--- src/hw/rtl/crhm_pkg.sv ---
// Shared constants, codes and structures of the control read matcher.
package crhm_pkg;

  localparam int NUM_CONTROLS = 16;
  localparam int CONTROL_LEN  = 64;

  // Widths of the channel fields and configuration port.
  localparam int CMD_W     = 2;
  localparam int CIDX_W    = 4;
  localparam int FPOS_W    = 6;
  localparam int BASE_W    = 2;
  localparam int LENV_W    = 7;
  localparam int CNT_W     = 7;
  localparam int NUM_W     = 32;
  localparam int CFG_W     = 7;
  localparam int CFG_IDX_W = 2;
  localparam int SLEN_W    = 7;
  localparam int MERR_W    = 7;
  localparam int CUSE_W    = 5;

  // Derived internal widths.
  localparam int IDX_W  = (NUM_CONTROLS > 1) ? $clog2(NUM_CONTROLS) : 1;
  localparam int USED_W = $clog2(NUM_CONTROLS + 1);
  localparam int POS_W  = $clog2(CONTROL_LEN);
  localparam int LEN_W  = $clog2(CONTROL_LEN + 1);
  localparam int RP_W   = 7;
  localparam int DIFF_W = (LEN_W > RP_W) ? LEN_W : RP_W;

  localparam logic [RP_W-1:0] RP_MAX = '1;

  typedef enum logic [CMD_W-1:0] {
    CMD_WRITE_BASE = 2'd0,
    CMD_SET_LENGTH = 2'd1,
    CMD_READ_BASE  = 2'd2
  } cmd_t;

  typedef enum logic [CFG_IDX_W-1:0] {
    REG_SEARCH_LENGTH   = 2'd0,
    REG_MAX_ERR         = 2'd1,
    REG_CONTROLS_IN_USE = 2'd2
  } cfg_reg_t;

  // Broadcast from the front end to every cell.
  typedef struct packed {
    logic              base_wr;
    logic              len_wr;
    logic              cmp;
    logic [IDX_W-1:0]  slot_sel;
    logic [POS_W-1:0]  wr_pos;
    logic [BASE_W-1:0] base;
    logic [LEN_W-1:0]  len;
    logic [RP_W-1:0]   rpos;
  } cell_cmd_t;

  typedef struct packed {
    logic [USED_W-1:0] used;
    logic [MERR_W-1:0] max_err;
  } match_cfg_t;

  // Result token handed from cell to cell.
  typedef struct packed {
    logic             valid;
    logic             hit;
    logic [IDX_W-1:0] win;
    logic             rev;
    logic [CNT_W-1:0] cnt;
  } token_t;

endpackage

--- src/hw/rtl/crhm_ifs.sv ---
// Valid/ready channel interfaces for base beats and result beats.
interface crhm_item_if;
  logic                            valid;
  logic                            ready;
  logic [crhm_pkg::CMD_W-1:0]      cmd;
  logic [crhm_pkg::CIDX_W-1:0]     control_index;
  logic [crhm_pkg::FPOS_W-1:0]     position;
  logic [crhm_pkg::BASE_W-1:0]     base;
  logic [crhm_pkg::LENV_W-1:0]     length_value;
  logic                            last_base;

  modport source (output valid, cmd, control_index, position, base, length_value, last_base,
                  input ready);
  modport sink (input valid, cmd, control_index, position, base, length_value, last_base,
                output ready);
endinterface

interface crhm_result_if;
  logic                        valid;
  logic                        ready;
  logic                        is_control_match;
  logic [crhm_pkg::CIDX_W-1:0] matched_control;
  logic                        matched_reverse;
  logic [crhm_pkg::CNT_W-1:0]  mismatch_count;
  logic [crhm_pkg::NUM_W-1:0]  read_number;

  modport source (output valid, is_control_match, matched_control, matched_reverse,
                  mismatch_count, read_number, input ready);
  modport sink (input valid, is_control_match, matched_control, matched_reverse,
                mismatch_count, read_number, output ready);
endinterface

--- src/hw/rtl/crhm_cell.sv ---
// One control slot: base store, length, mismatch counters and a token stage.
module crhm_cell (
  input  logic                           clk,
  input  logic                           rst,
  input  logic [crhm_pkg::IDX_W-1:0]     slot,
  input  crhm_pkg::cell_cmd_t            cmd,
  input  crhm_pkg::match_cfg_t           mcfg,
  input  crhm_pkg::token_t               tok_in,
  output crhm_pkg::token_t               tok_out
);

  logic [crhm_pkg::BASE_W-1:0] bases [crhm_pkg::CONTROL_LEN];
  logic [crhm_pkg::LEN_W-1:0]  len;
  logic                        s1_valid;
  logic                        in_range;
  logic [crhm_pkg::BASE_W-1:0] base_q;
  logic [crhm_pkg::BASE_W-1:0] fwd_base;
  logic [crhm_pkg::BASE_W-1:0] rev_base;
  logic [crhm_pkg::CNT_W-1:0]  fwd_cnt;
  logic [crhm_pkg::CNT_W-1:0]  rev_cnt;
  logic [crhm_pkg::DIFF_W-1:0] rev_addr;
  logic                        fwd_miss;
  logic                        rev_miss;
  logic                        own_hit;
  logic                        own_rev;
  logic                        selected;

  // Mirror position of the reverse complement; only used when in range.
  assign rev_addr = crhm_pkg::DIFF_W'(len) - crhm_pkg::DIFF_W'(1)
                    - crhm_pkg::DIFF_W'(cmd.rpos);

  // Base store: one write port, two registered read ports.
  always_ff @(posedge clk) begin
    if (cmd.base_wr && cmd.slot_sel == slot) begin
      bases[cmd.wr_pos] <= cmd.base;
    end
    if (cmd.cmp) begin
      fwd_base <= bases[crhm_pkg::POS_W'(cmd.rpos)];
      rev_base <= bases[crhm_pkg::POS_W'(rev_addr)];
      base_q   <= cmd.base;
      in_range <= crhm_pkg::DIFF_W'(cmd.rpos) < crhm_pkg::DIFF_W'(len);
    end
  end

  assign fwd_miss = !in_range || (fwd_base != base_q);
  assign rev_miss = !in_range || (crhm_pkg::BASE_W'(2'd3 - rev_base) != base_q);

  assign own_hit  = (fwd_cnt <= mcfg.max_err) || (rev_cnt <= mcfg.max_err);
  assign own_rev  = !(fwd_cnt < rev_cnt);
  assign selected = own_hit && (crhm_pkg::USED_W'(slot) < mcfg.used);

  always_ff @(posedge clk) begin
    if (rst) begin
      len      <= '0;
      s1_valid <= 1'b0;
      fwd_cnt  <= '0;
      rev_cnt  <= '0;
      tok_out  <= '0;
    end else begin
      if (cmd.len_wr && cmd.slot_sel == slot) begin
        len <= cmd.len;
      end
      s1_valid <= cmd.cmp;
      // The passing token samples the final counts, so they clear behind it.
      if (tok_in.valid) begin
        fwd_cnt <= '0;
        rev_cnt <= '0;
      end else if (s1_valid) begin
        fwd_cnt <= fwd_cnt + crhm_pkg::CNT_W'(fwd_miss);
        rev_cnt <= rev_cnt + crhm_pkg::CNT_W'(rev_miss);
      end
      tok_out.valid <= tok_in.valid;
      if (selected) begin
        tok_out.hit <= 1'b1;
        tok_out.win <= slot;
        tok_out.rev <= own_rev;
        tok_out.cnt <= own_rev ? rev_cnt : fwd_cnt;
      end else begin
        tok_out.hit <= tok_in.hit;
        tok_out.win <= tok_in.win;
        tok_out.rev <= tok_in.rev;
        tok_out.cnt <= tok_in.cnt;
      end
    end
  end

endmodule

--- src/hw/rtl/control_read_hamming_matcher.sv ---
// Top level of the control read matcher: front end, cell chain and result stage.
// Bases of a read are taken one beat per cycle while the input is ready; each is compared in every cell in parallel.
// After the last base of a read is taken, its result token passes launch_pre, launch and then
// the chain of cells one cell per cycle, and the result becomes valid in the output register.
// From the last base until its result enters the output register the input is not ready.
// Reset is synchronous: lengths, counters, read position, read number and settings return
// to their defaults; the base store keeps its contents and must be written before use.
module control_read_hamming_matcher (
  input  logic                            clk,
  input  logic                            rst,
  crhm_item_if.sink                       item,
  crhm_result_if.source                   result,
  input  logic                            cfg_write,
  input  logic [crhm_pkg::CFG_IDX_W-1:0]  cfg_index,
  input  logic [crhm_pkg::CFG_W-1:0]      cfg_data
);

  // Settings written through the configuration port.
  logic [crhm_pkg::SLEN_W-1:0] search_length;
  logic [crhm_pkg::MERR_W-1:0] max_err;
  logic [crhm_pkg::CUSE_W-1:0] controls_in_use;

  // Read tracking and handshake control.
  logic [crhm_pkg::RP_W-1:0]   read_position;
  logic [crhm_pkg::NUM_W-1:0]  read_counter;
  logic [crhm_pkg::NUM_W-1:0]  result_num;
  logic                        run;
  logic                        busy;
  logic                        launch_pre;
  logic                        launch;

  // Result staging: a holding register behind the output register.
  logic                        pending_valid;
  crhm_pkg::token_t            pending;
  logic                        res_valid;
  crhm_pkg::token_t            res;
  logic [crhm_pkg::NUM_W-1:0]  res_num;

  logic                        accept;
  logic                        is_read;
  logic                        acc_last;
  logic                        out_free;
  crhm_pkg::cell_cmd_t         cmd;
  crhm_pkg::match_cfg_t        mcfg;
  crhm_pkg::token_t            chain [crhm_pkg::NUM_CONTROLS + 1];
  crhm_pkg::token_t            tail;

  // The input is held off during reset and while a result token is in flight.
  assign item.ready = run && !busy;
  assign accept     = item.valid && item.ready;
  assign is_read    = accept && (item.cmd == crhm_pkg::CMD_READ_BASE);
  assign acc_last   = is_read && item.last_base;

  // Decode the beat into the command broadcast to every cell. Out-of-range slots and
  // positions are dropped here, and lengths are saturated to the store depth.
  always_comb begin
    cmd.base_wr  = accept && (item.cmd == crhm_pkg::CMD_WRITE_BASE)
                   && (int'(item.control_index) < crhm_pkg::NUM_CONTROLS)
                   && (int'(item.position) < crhm_pkg::CONTROL_LEN);
    cmd.len_wr   = accept && (item.cmd == crhm_pkg::CMD_SET_LENGTH)
                   && (int'(item.control_index) < crhm_pkg::NUM_CONTROLS);
    cmd.cmp      = is_read && (read_position < search_length);
    cmd.slot_sel = crhm_pkg::IDX_W'(item.control_index);
    cmd.wr_pos   = crhm_pkg::POS_W'(item.position);
    cmd.base     = item.base;
    cmd.len      = (int'(item.length_value) > crhm_pkg::CONTROL_LEN)
                   ? crhm_pkg::LEN_W'(crhm_pkg::CONTROL_LEN)
                   : crhm_pkg::LEN_W'(item.length_value);
    cmd.rpos     = read_position;
  end

  // Number of slots taking part, saturated to the number of cells.
  always_comb begin
    mcfg.used    = (int'(controls_in_use) > crhm_pkg::NUM_CONTROLS)
                   ? crhm_pkg::USED_W'(crhm_pkg::NUM_CONTROLS)
                   : crhm_pkg::USED_W'(controls_in_use);
    mcfg.max_err = max_err;
  end

  // The token starts empty; each cell in use that matches overwrites it, so the
  // highest matching slot is what leaves the tail of the chain.
  assign chain[0] = '{valid: launch, hit: 1'b0, win: '0, rev: 1'b0, cnt: '0};

  for (genvar i = 0; i < crhm_pkg::NUM_CONTROLS; i++) begin : g_cell
    crhm_cell u_cell (
      .clk     (clk),
      .rst     (rst),
      .slot    (crhm_pkg::IDX_W'(i)),
      .cmd     (cmd),
      .mcfg    (mcfg),
      .tok_in  (chain[i]),
      .tok_out (chain[i + 1])
    );
  end

  assign tail     = chain[crhm_pkg::NUM_CONTROLS];
  assign out_free = !res_valid || result.ready;

  always_ff @(posedge clk) begin
    if (rst) begin
      search_length   <= crhm_pkg::SLEN_W'(64);
      max_err         <= crhm_pkg::MERR_W'(3);
      controls_in_use <= crhm_pkg::CUSE_W'(16);
      read_position   <= '0;
      read_counter    <= '0;
      run             <= 1'b0;
      busy            <= 1'b0;
      launch_pre      <= 1'b0;
      launch          <= 1'b0;
      pending_valid   <= 1'b0;
      res_valid       <= 1'b0;
    end else begin
      run <= 1'b1;

      if (cfg_write) begin
        unique case (cfg_index)
          crhm_pkg::REG_SEARCH_LENGTH:   search_length   <= cfg_data;
          crhm_pkg::REG_MAX_ERR:         max_err         <= cfg_data;
          crhm_pkg::REG_CONTROLS_IN_USE: controls_in_use <= cfg_data[crhm_pkg::CUSE_W-1:0];
          default: ;
        endcase
      end

      if (is_read) begin
        if (item.last_base) begin
          read_position <= '0;
        end else if (read_position != crhm_pkg::RP_MAX) begin
          read_position <= read_position + crhm_pkg::RP_W'(1);
        end
      end

      // The counters take the last base once its store read is registered, so the token
      // passes launch_pre and launch before it enters the chain.
      launch_pre <= acc_last;
      launch     <= launch_pre;

      if (acc_last) begin
        busy         <= 1'b1;
        result_num   <= read_counter;
        read_counter <= read_counter + crhm_pkg::NUM_W'(1);
      end

      if (out_free) begin
        if (pending_valid) begin
          res           <= pending;
          res_num       <= result_num;
          res_valid     <= 1'b1;
          pending_valid <= 1'b0;
          busy          <= 1'b0;
        end else if (tail.valid) begin
          res       <= tail;
          res_num   <= result_num;
          res_valid <= 1'b1;
          busy      <= 1'b0;
        end else begin
          res_valid <= 1'b0;
        end
      end else if (tail.valid) begin
        pending       <= tail;
        pending_valid <= 1'b1;
      end
    end
  end

  assign result.valid            = res_valid;
  assign result.is_control_match = res.hit;
  assign result.matched_control  = crhm_pkg::CIDX_W'(res.win);
  assign result.matched_reverse  = res.rev;
  assign result.mismatch_count   = res.cnt;
  assign result.read_number      = res_num;

`ifndef NO_ASSERTIONS
  // Taking the last base of a read closes the input until its result is staged.
  a_last_blocks: assert property (@(posedge clk) disable iff (rst)
    acc_last |=> (busy && !item.ready))
    else $error("input still open after the last base of a read");

  // A token only leaves the chain while its read is outstanding.
  a_tail_busy: assert property (@(posedge clk) disable iff (rst)
    tail.valid |-> busy)
    else $error("result token left the chain with no read outstanding");

  // The holding register is only used while the output register is full.
  a_pending_behind_out: assert property (@(posedge clk) disable iff (rst)
    pending_valid |-> res_valid)
    else $error("held result with an empty output register");

  // The read number advances by one for each read.
  a_read_count: assert property (@(posedge clk) disable iff (rst)
    acc_last |=> (read_counter == $past(read_counter) + crhm_pkg::NUM_W'(1)))
    else $error("read number did not advance by one");
`endif

endmodule
--- src/flat_wrapper.sv ---
// flat-port wrapper written by rule: the top's interface ports become plain ports
module control_read_hamming_matcher_flat 
  (clk, rst, cfg_write, cfg_index, cfg_data, item_valid, item_cmd, item_control_index, item_position, item_base, item_length_value, item_last_base, item_ready, result_valid, result_is_control_match, result_matched_control, result_matched_reverse, result_mismatch_count, result_read_number, result_ready);
  crhm_item_if item_i ();
  crhm_result_if result_i ();
  input  logic clk;
  input  logic rst;
  input  logic cfg_write;
  input  logic [crhm_pkg::CFG_IDX_W-1:0] cfg_index;
  input  logic [crhm_pkg::CFG_W-1:0] cfg_data;
  input wire logic [$bits(item_i.valid)-1:0] item_valid;
  input wire logic [$bits(item_i.cmd)-1:0] item_cmd;
  input wire logic [$bits(item_i.control_index)-1:0] item_control_index;
  input wire logic [$bits(item_i.position)-1:0] item_position;
  input wire logic [$bits(item_i.base)-1:0] item_base;
  input wire logic [$bits(item_i.length_value)-1:0] item_length_value;
  input wire logic [$bits(item_i.last_base)-1:0] item_last_base;
  output wire logic [$bits(item_i.ready)-1:0] item_ready;
  output wire logic [$bits(result_i.valid)-1:0] result_valid;
  output wire logic [$bits(result_i.is_control_match)-1:0] result_is_control_match;
  output wire logic [$bits(result_i.matched_control)-1:0] result_matched_control;
  output wire logic [$bits(result_i.matched_reverse)-1:0] result_matched_reverse;
  output wire logic [$bits(result_i.mismatch_count)-1:0] result_mismatch_count;
  output wire logic [$bits(result_i.read_number)-1:0] result_read_number;
  input wire logic [$bits(result_i.ready)-1:0] result_ready;
  assign item_i.valid = item_valid;
  assign item_i.cmd = item_cmd;
  assign item_i.control_index = item_control_index;
  assign item_i.position = item_position;
  assign item_i.base = item_base;
  assign item_i.length_value = item_length_value;
  assign item_i.last_base = item_last_base;
  assign item_ready = item_i.ready;
  assign result_valid = result_i.valid;
  assign result_is_control_match = result_i.is_control_match;
  assign result_matched_control = result_i.matched_control;
  assign result_matched_reverse = result_i.matched_reverse;
  assign result_mismatch_count = result_i.mismatch_count;
  assign result_read_number = result_i.read_number;
  assign result_i.ready = result_ready;
  control_read_hamming_matcher u_core (.clk(clk), .rst(rst), .item(item_i), .result(result_i), .cfg_write(cfg_write), .cfg_index(cfg_index), .cfg_data(cfg_data));
endmodule
--- config.mk ---
export PLATFORM = sky130hd
export DESIGN_NAME = control_read_hamming_matcher_flat
export DESIGN_NICKNAME = d
export VERILOG_FILES = /design/src/hw/rtl/crhm_pkg.sv /design/src/hw/rtl/crhm_ifs.sv /design/src/hw/rtl/crhm_cell.sv /design/src/hw/rtl/control_read_hamming_matcher.sv /design/src/flat_wrapper.sv
export SDC_FILE = /design/constraint.sdc
export NUM_CORES = 2
export LEC_CHECK = 0
export BUFFER_PORTS_ARGS = -buffer_cell sky130_fd_sc_hd__buf_2
export CORE_MARGIN = 4
export CORE_UTILIZATION = 40
export DETAILED_ROUTE_END_ITERATION = 10
export PLACE_DENSITY_LB_ADDON = 0.08
export RECOVER_POWER = 25
export SYNTH_ARGS = -nofsm -noshare
export SYNTH_HDL_FRONTEND = slang
export SYNTH_SLANG_ARGS = --single-unit
--- constraint.sdc ---
create_clock -name clk -period 11.1 [get_ports clk]
set_input_delay 1.11 -clock clk [delete_from_list [all_inputs] [get_ports clk]]
set_output_delay 1.11 -clock clk [all_outputs]
set_load 0.02 [all_outputs]
==> results.json <==
{
  "synth.ff_latch_count": 2830,
  "peak_supply_drop_v": 0.000124,
  "intPower_mw": 18.0,
  "share_comb_of_total_power": 0.031,
  "hold_class": "flip-flop to flip-flop",
  "cts.sink_count": 2830,
  "timing.critical_path.slowest_cell_delay_ns": 3.54,
  "layout-drive-gt1-share": 0.216,
  "netSwitchingPower_mw": 5.06,
  "synth.yosys.warnings": 0,
  "hold_path_depth": 0,
  "postRouteWirelength_um": 488000,
  "post-route-period-util": 0.672,
  "crit_chain": "clkbuf_1 > clkbuf_1",
  "max_clock_freq_ghz": 0.134,
  "wp_buf_inv": 2,
  "flip_flop_cell_with_the_highest_count_after_synthesis": "sky130_fd_sc_hd__edfxtp_1",
  "reg2reg_from": "u_core.read_position[0]",
  "worstSkewPairLatency_ns": 0.95,
  "final_period_minus_worst_setup_slack_ns": 7.46,
  "multi_input_area_um2": 59700,
  "synth_common_cells": "sky130_fd_sc_hd__edfxtp_1, sky130_fd_sc_hd__nor2_1, sky130_fd_sc_hd__mux4_2",
  "htree_levels": 5,
  "skew_ns": 0.0477,
  "numCtsBuffers": 324,
  "timing.hold.worst_endpoint": "u_core.result.read_number[10]",
  "drc": 0,
  "cts.root.buffer_cell": "sky130_fd_sc_hd__clkbuf_16",
  "p_seq_frac": 0.497,
  "max-slew-margin-rel": -2.52,
  "gp_routability_congestion": 0.823,
  "first_global_vias": 90200,
  "finish.net_count": 10400,
  "critical-path-top-cell-by-count": "sky130_fd_sc_hd__clkbuf_1",
  "grt_start_max_net_pins": 213,
  "cts-root-to-sink-buffers": 4,
  "worst_setup_path_start_kind": "input port",
  "drt-vias-per-instance": 6.14,
  "nFillCells": 31400,
  "finish.utilization": 0.449,
  "run_status": "finished, violations left",
  "areaGrowthSynthToFinish_pct": 11.8,
  "critPathCaptureType": "flip-flop",
  "placeableCoreArea_um2": 353000,
  "netSwitchingFraction": 0.220,
  "final_hold_viol_count": 0,
  "cell_family_contributing_the_most_delay_on_the_critical_path": "buffers and inverters",
  "grt_usage": 0.264,
  "effective_utilization_at_floorplan": 0.402,
  "rr_endpoint": "u_core.g_cell[12].u_cell.fwd_base[1]",
  "synth-edff-count": 2220,
  "dp_hpwl_um": 286000,
  "postPlaceCellArea_um2": 148000,
  "design.die.area_um2": 364000,
  "postCtsSetupBuffers": 0,
  "overflow": 0,
  "cp.arrival_ns": 7.64,
  "crit_required_ns": 11.28,
  "detail_route.iter0.violations": 12000,
  "floorplan.io_pins": 83,
  "wire_length_of_the_first_global_routing_pass_um": 687000,
  "via_count": 91200,
  "cpMaxStageDelayCell": "sky130_fd_sc_hd__clkbuf_1",
  "regArea_um2": 78900,
  "cts.clk_slew.worst_paths_ns": 0.06,
  "critical_path_peak_fanout": 113,
  "post_synth_inst_count": 9825,
  "synth_async_sr_flop_share": 0,
  "final_cell_area_um2": 159000,
  "post-synth-top-count-cell": "sky130_fd_sc_hd__edfxtp_1",
  "synth.avg_cell_area_um2": 14.4,
  "cts_tree": "yes",
  "r2r.worst_path.cells": 8,
  "worst_hold_startpoint": "u_core.result_num[10]",
  "post_cts_gate_resize_count": 0,
  "failed_checks": "capacitance limit, slew limit",
  "port_buffers": 82,
  "postCtsHoldBufs": 0,
  "top_cell_type_s_share_of_synthesized_area": 0.470,
  "mappedNetlistArea_um2": 142000,
  "worst_hold_slack_ns": 0.419,
  "finalSetupViolations": 0,
  "synthDominantAreaCellType": "sky130_fd_sc_hd__edfxtp_1",
  "power_density_nw_per_um2": 145,
  "critical_path_class": "input port to flip-flop",
  "ys_types": 71,
  "finalMaxSlewViolations": 485,
  "yosysSeqAreaShare": 0.556,
  "grt_setup_unrepaired": "false",
  "rows": 218,
  "synth_fp_nets": 10400,
  "wl_per_cell_um": 32.9,
  "antenna_found_initial": 66,
  "leading_post_synthesis_cells_by_cell_area": "sky130_fd_sc_hd__edfxtp_1, sky130_fd_sc_hd__mux4_2, sky130_fd_sc_hd__dfxtp_1, sky130_fd_sc_hd__ha_1, sky130_fd_sc_hd__nor2_1",
  "power_leakage_nw": 52.5,
  "drtAntennaViolNets": 0,
  "setup_tns_ns": 0,
  "share_clk_of_total_power": 0.472,
  "die_width_um": 603,
  "reg2reg_setup_slack_ns": 6.14,
  "maxCapViolations": 5,
  "die_h_um": 603,
  "tightestPinTransition_ns": 5.28,
  "drt_pass1_iterations": 5
}
power by group through the flow:
stage,logic (mW),clock network (mW),registers (mW)
final,0.713,10.9,11.5
after floorplan,0.364,0,11.7
after CTS,0.719,11.1,11.5
after global routing,0.763,11.5,11.5
after detailed placement,0.719,0,11.7
after global placement,0.707,0,11.7
kinds of logic after synthesis:
logic type	after synthesis	synth area share
compound gates	987	0.0447
flops	2830	0.556
fa+ha+maj	584	0.0524
simple gates	2640	0.0809
buf+inv	934	0.0269
mux	1571	0.222
xor+xnor	279	0.0172
layout by cell type (no fill, tap or decap), types with 64 or more instances in the layout:
cell,n
sky130_fd_sc_hd__dfxtp_1,601
sky130_fd_sc_hd__mux2i_1,301
sky130_fd_sc_hd__nor2b_1,91
sky130_fd_sc_hd__o21ai_0,181
sky130_fd_sc_hd__nor2_1,1578
sky130_fd_sc_hd__a221oi_1,64
sky130_fd_sc_hd__inv_1,296
sky130_fd_sc_hd__ha_1,552
sky130_fd_sc_hd__clkbuf_16,334
sky130_fd_sc_hd__a211oi_1,73
sky130_fd_sc_hd__buf_2,78
sky130_fd_sc_hd__a21o_1,83
sky130_fd_sc_hd__o21a_1,100
sky130_fd_sc_hd__buf_4,190
sky130_fd_sc_hd__nand3_1,148
sky130_fd_sc_hd__or3_1,65
sky130_fd_sc_hd__mux4_2,1191
sky130_fd_sc_hd__a21oi_1,310
sky130_fd_sc_hd__nand2_1,327
sky130_fd_sc_hd__xnor2_1,160
sky130_fd_sc_hd__nand4_1,108
sky130_fd_sc_hd__edfxtp_1,2220
sky130_fd_sc_hd__clkbuf_1,71
sky130_fd_sc_hd__xor2_1,118
per-layer routing:
| layer | global-route usage | up-vias | routed length (µm) |
|---|---|---|---|
| li1 | - | 38100 | - |
| met1 | 0.372 | 47800 | 200000 |
| met2 | 0.410 | 4503 | 225000 |
| met3 | 0.0517 | 825 | 45700 |
| met4 | 0.0908 | 12 | 16900 |
| met5 | 0 | - | 79 |
worst reg2reg max path: stages (launching register included):
cell                       delay [ns]
sky130_fd_sc_hd__dfxtp_4         0.62
sky130_fd_sc_hd__buf_4           0.69
sky130_fd_sc_hd__buf_4           0.82
sky130_fd_sc_hd__buf_4           0.76
sky130_fd_sc_hd__mux4_2          0.62
sky130_fd_sc_hd__mux4_2          0.48
sky130_fd_sc_hd__and2_1          0.18
sky130_fd_sc_hd__a211oi_1        0.42
sky130_fd_sc_hd__a31oi_1         0.10
registers in the layout (all words and copies together), names as in the netlist, 112 cells and up:
name	count
u_core.g_cell.u_cell.tok_out	209
u_core.g_cell.u_cell.fwd_cnt	112
u_core.g_cell.u_cell.len	112
u_core.g_cell.u_cell.bases	2048
u_core.g_cell.u_cell.rev_cnt	112
area by class of cell:
class | instances | area share
clock inverters | 171 | 0.0109
multi-input cells | 6061 | 0.377
inverters | 307 | 0.00736
well taps | 4730 | 0.0373
diodes | 45 | 0.000710
clock buffers | 422 | 0.0562
flip-flops and latches | 2830 | 0.498
repair buffers | 284 | 0.0130
worst max path at each step:
stage | from | to | cells after the start
global placement | u_core.read_position[0] | u_core.g_cell[12].u_cell.fwd_base[1] | 8
CTS | u_core.read_position[0] | u_core.g_cell[12].u_cell.fwd_base[1] | 8
detailed placement | u_core.read_position[0] | u_core.g_cell[12].u_cell.fwd_base[1] | 8
floorplan | item_cmd[0] | u_core.g_cell[0].u_cell.fwd_base[0] | 2
global route | item_base[1] | u_core.g_cell[10].u_cell.bases[13][1] | 2
finish | item_base[1] | u_core.g_cell[10].u_cell.bases[63][1] | 2
stage by stage:
stage          instances  power [mW]  worst slack, ns
4_1_cts            14800        23.3             6.08
3_5_place_dp       14200        12.4             6.09
6_report           14900        23.1             3.64
5_1_grt            14800        23.7             3.00
3_3_place_gp       14200        12.4             6.18
2_1_floorplan       9825        12.0             4.11
Note: power is estimated with default switching activity, not from simulation.
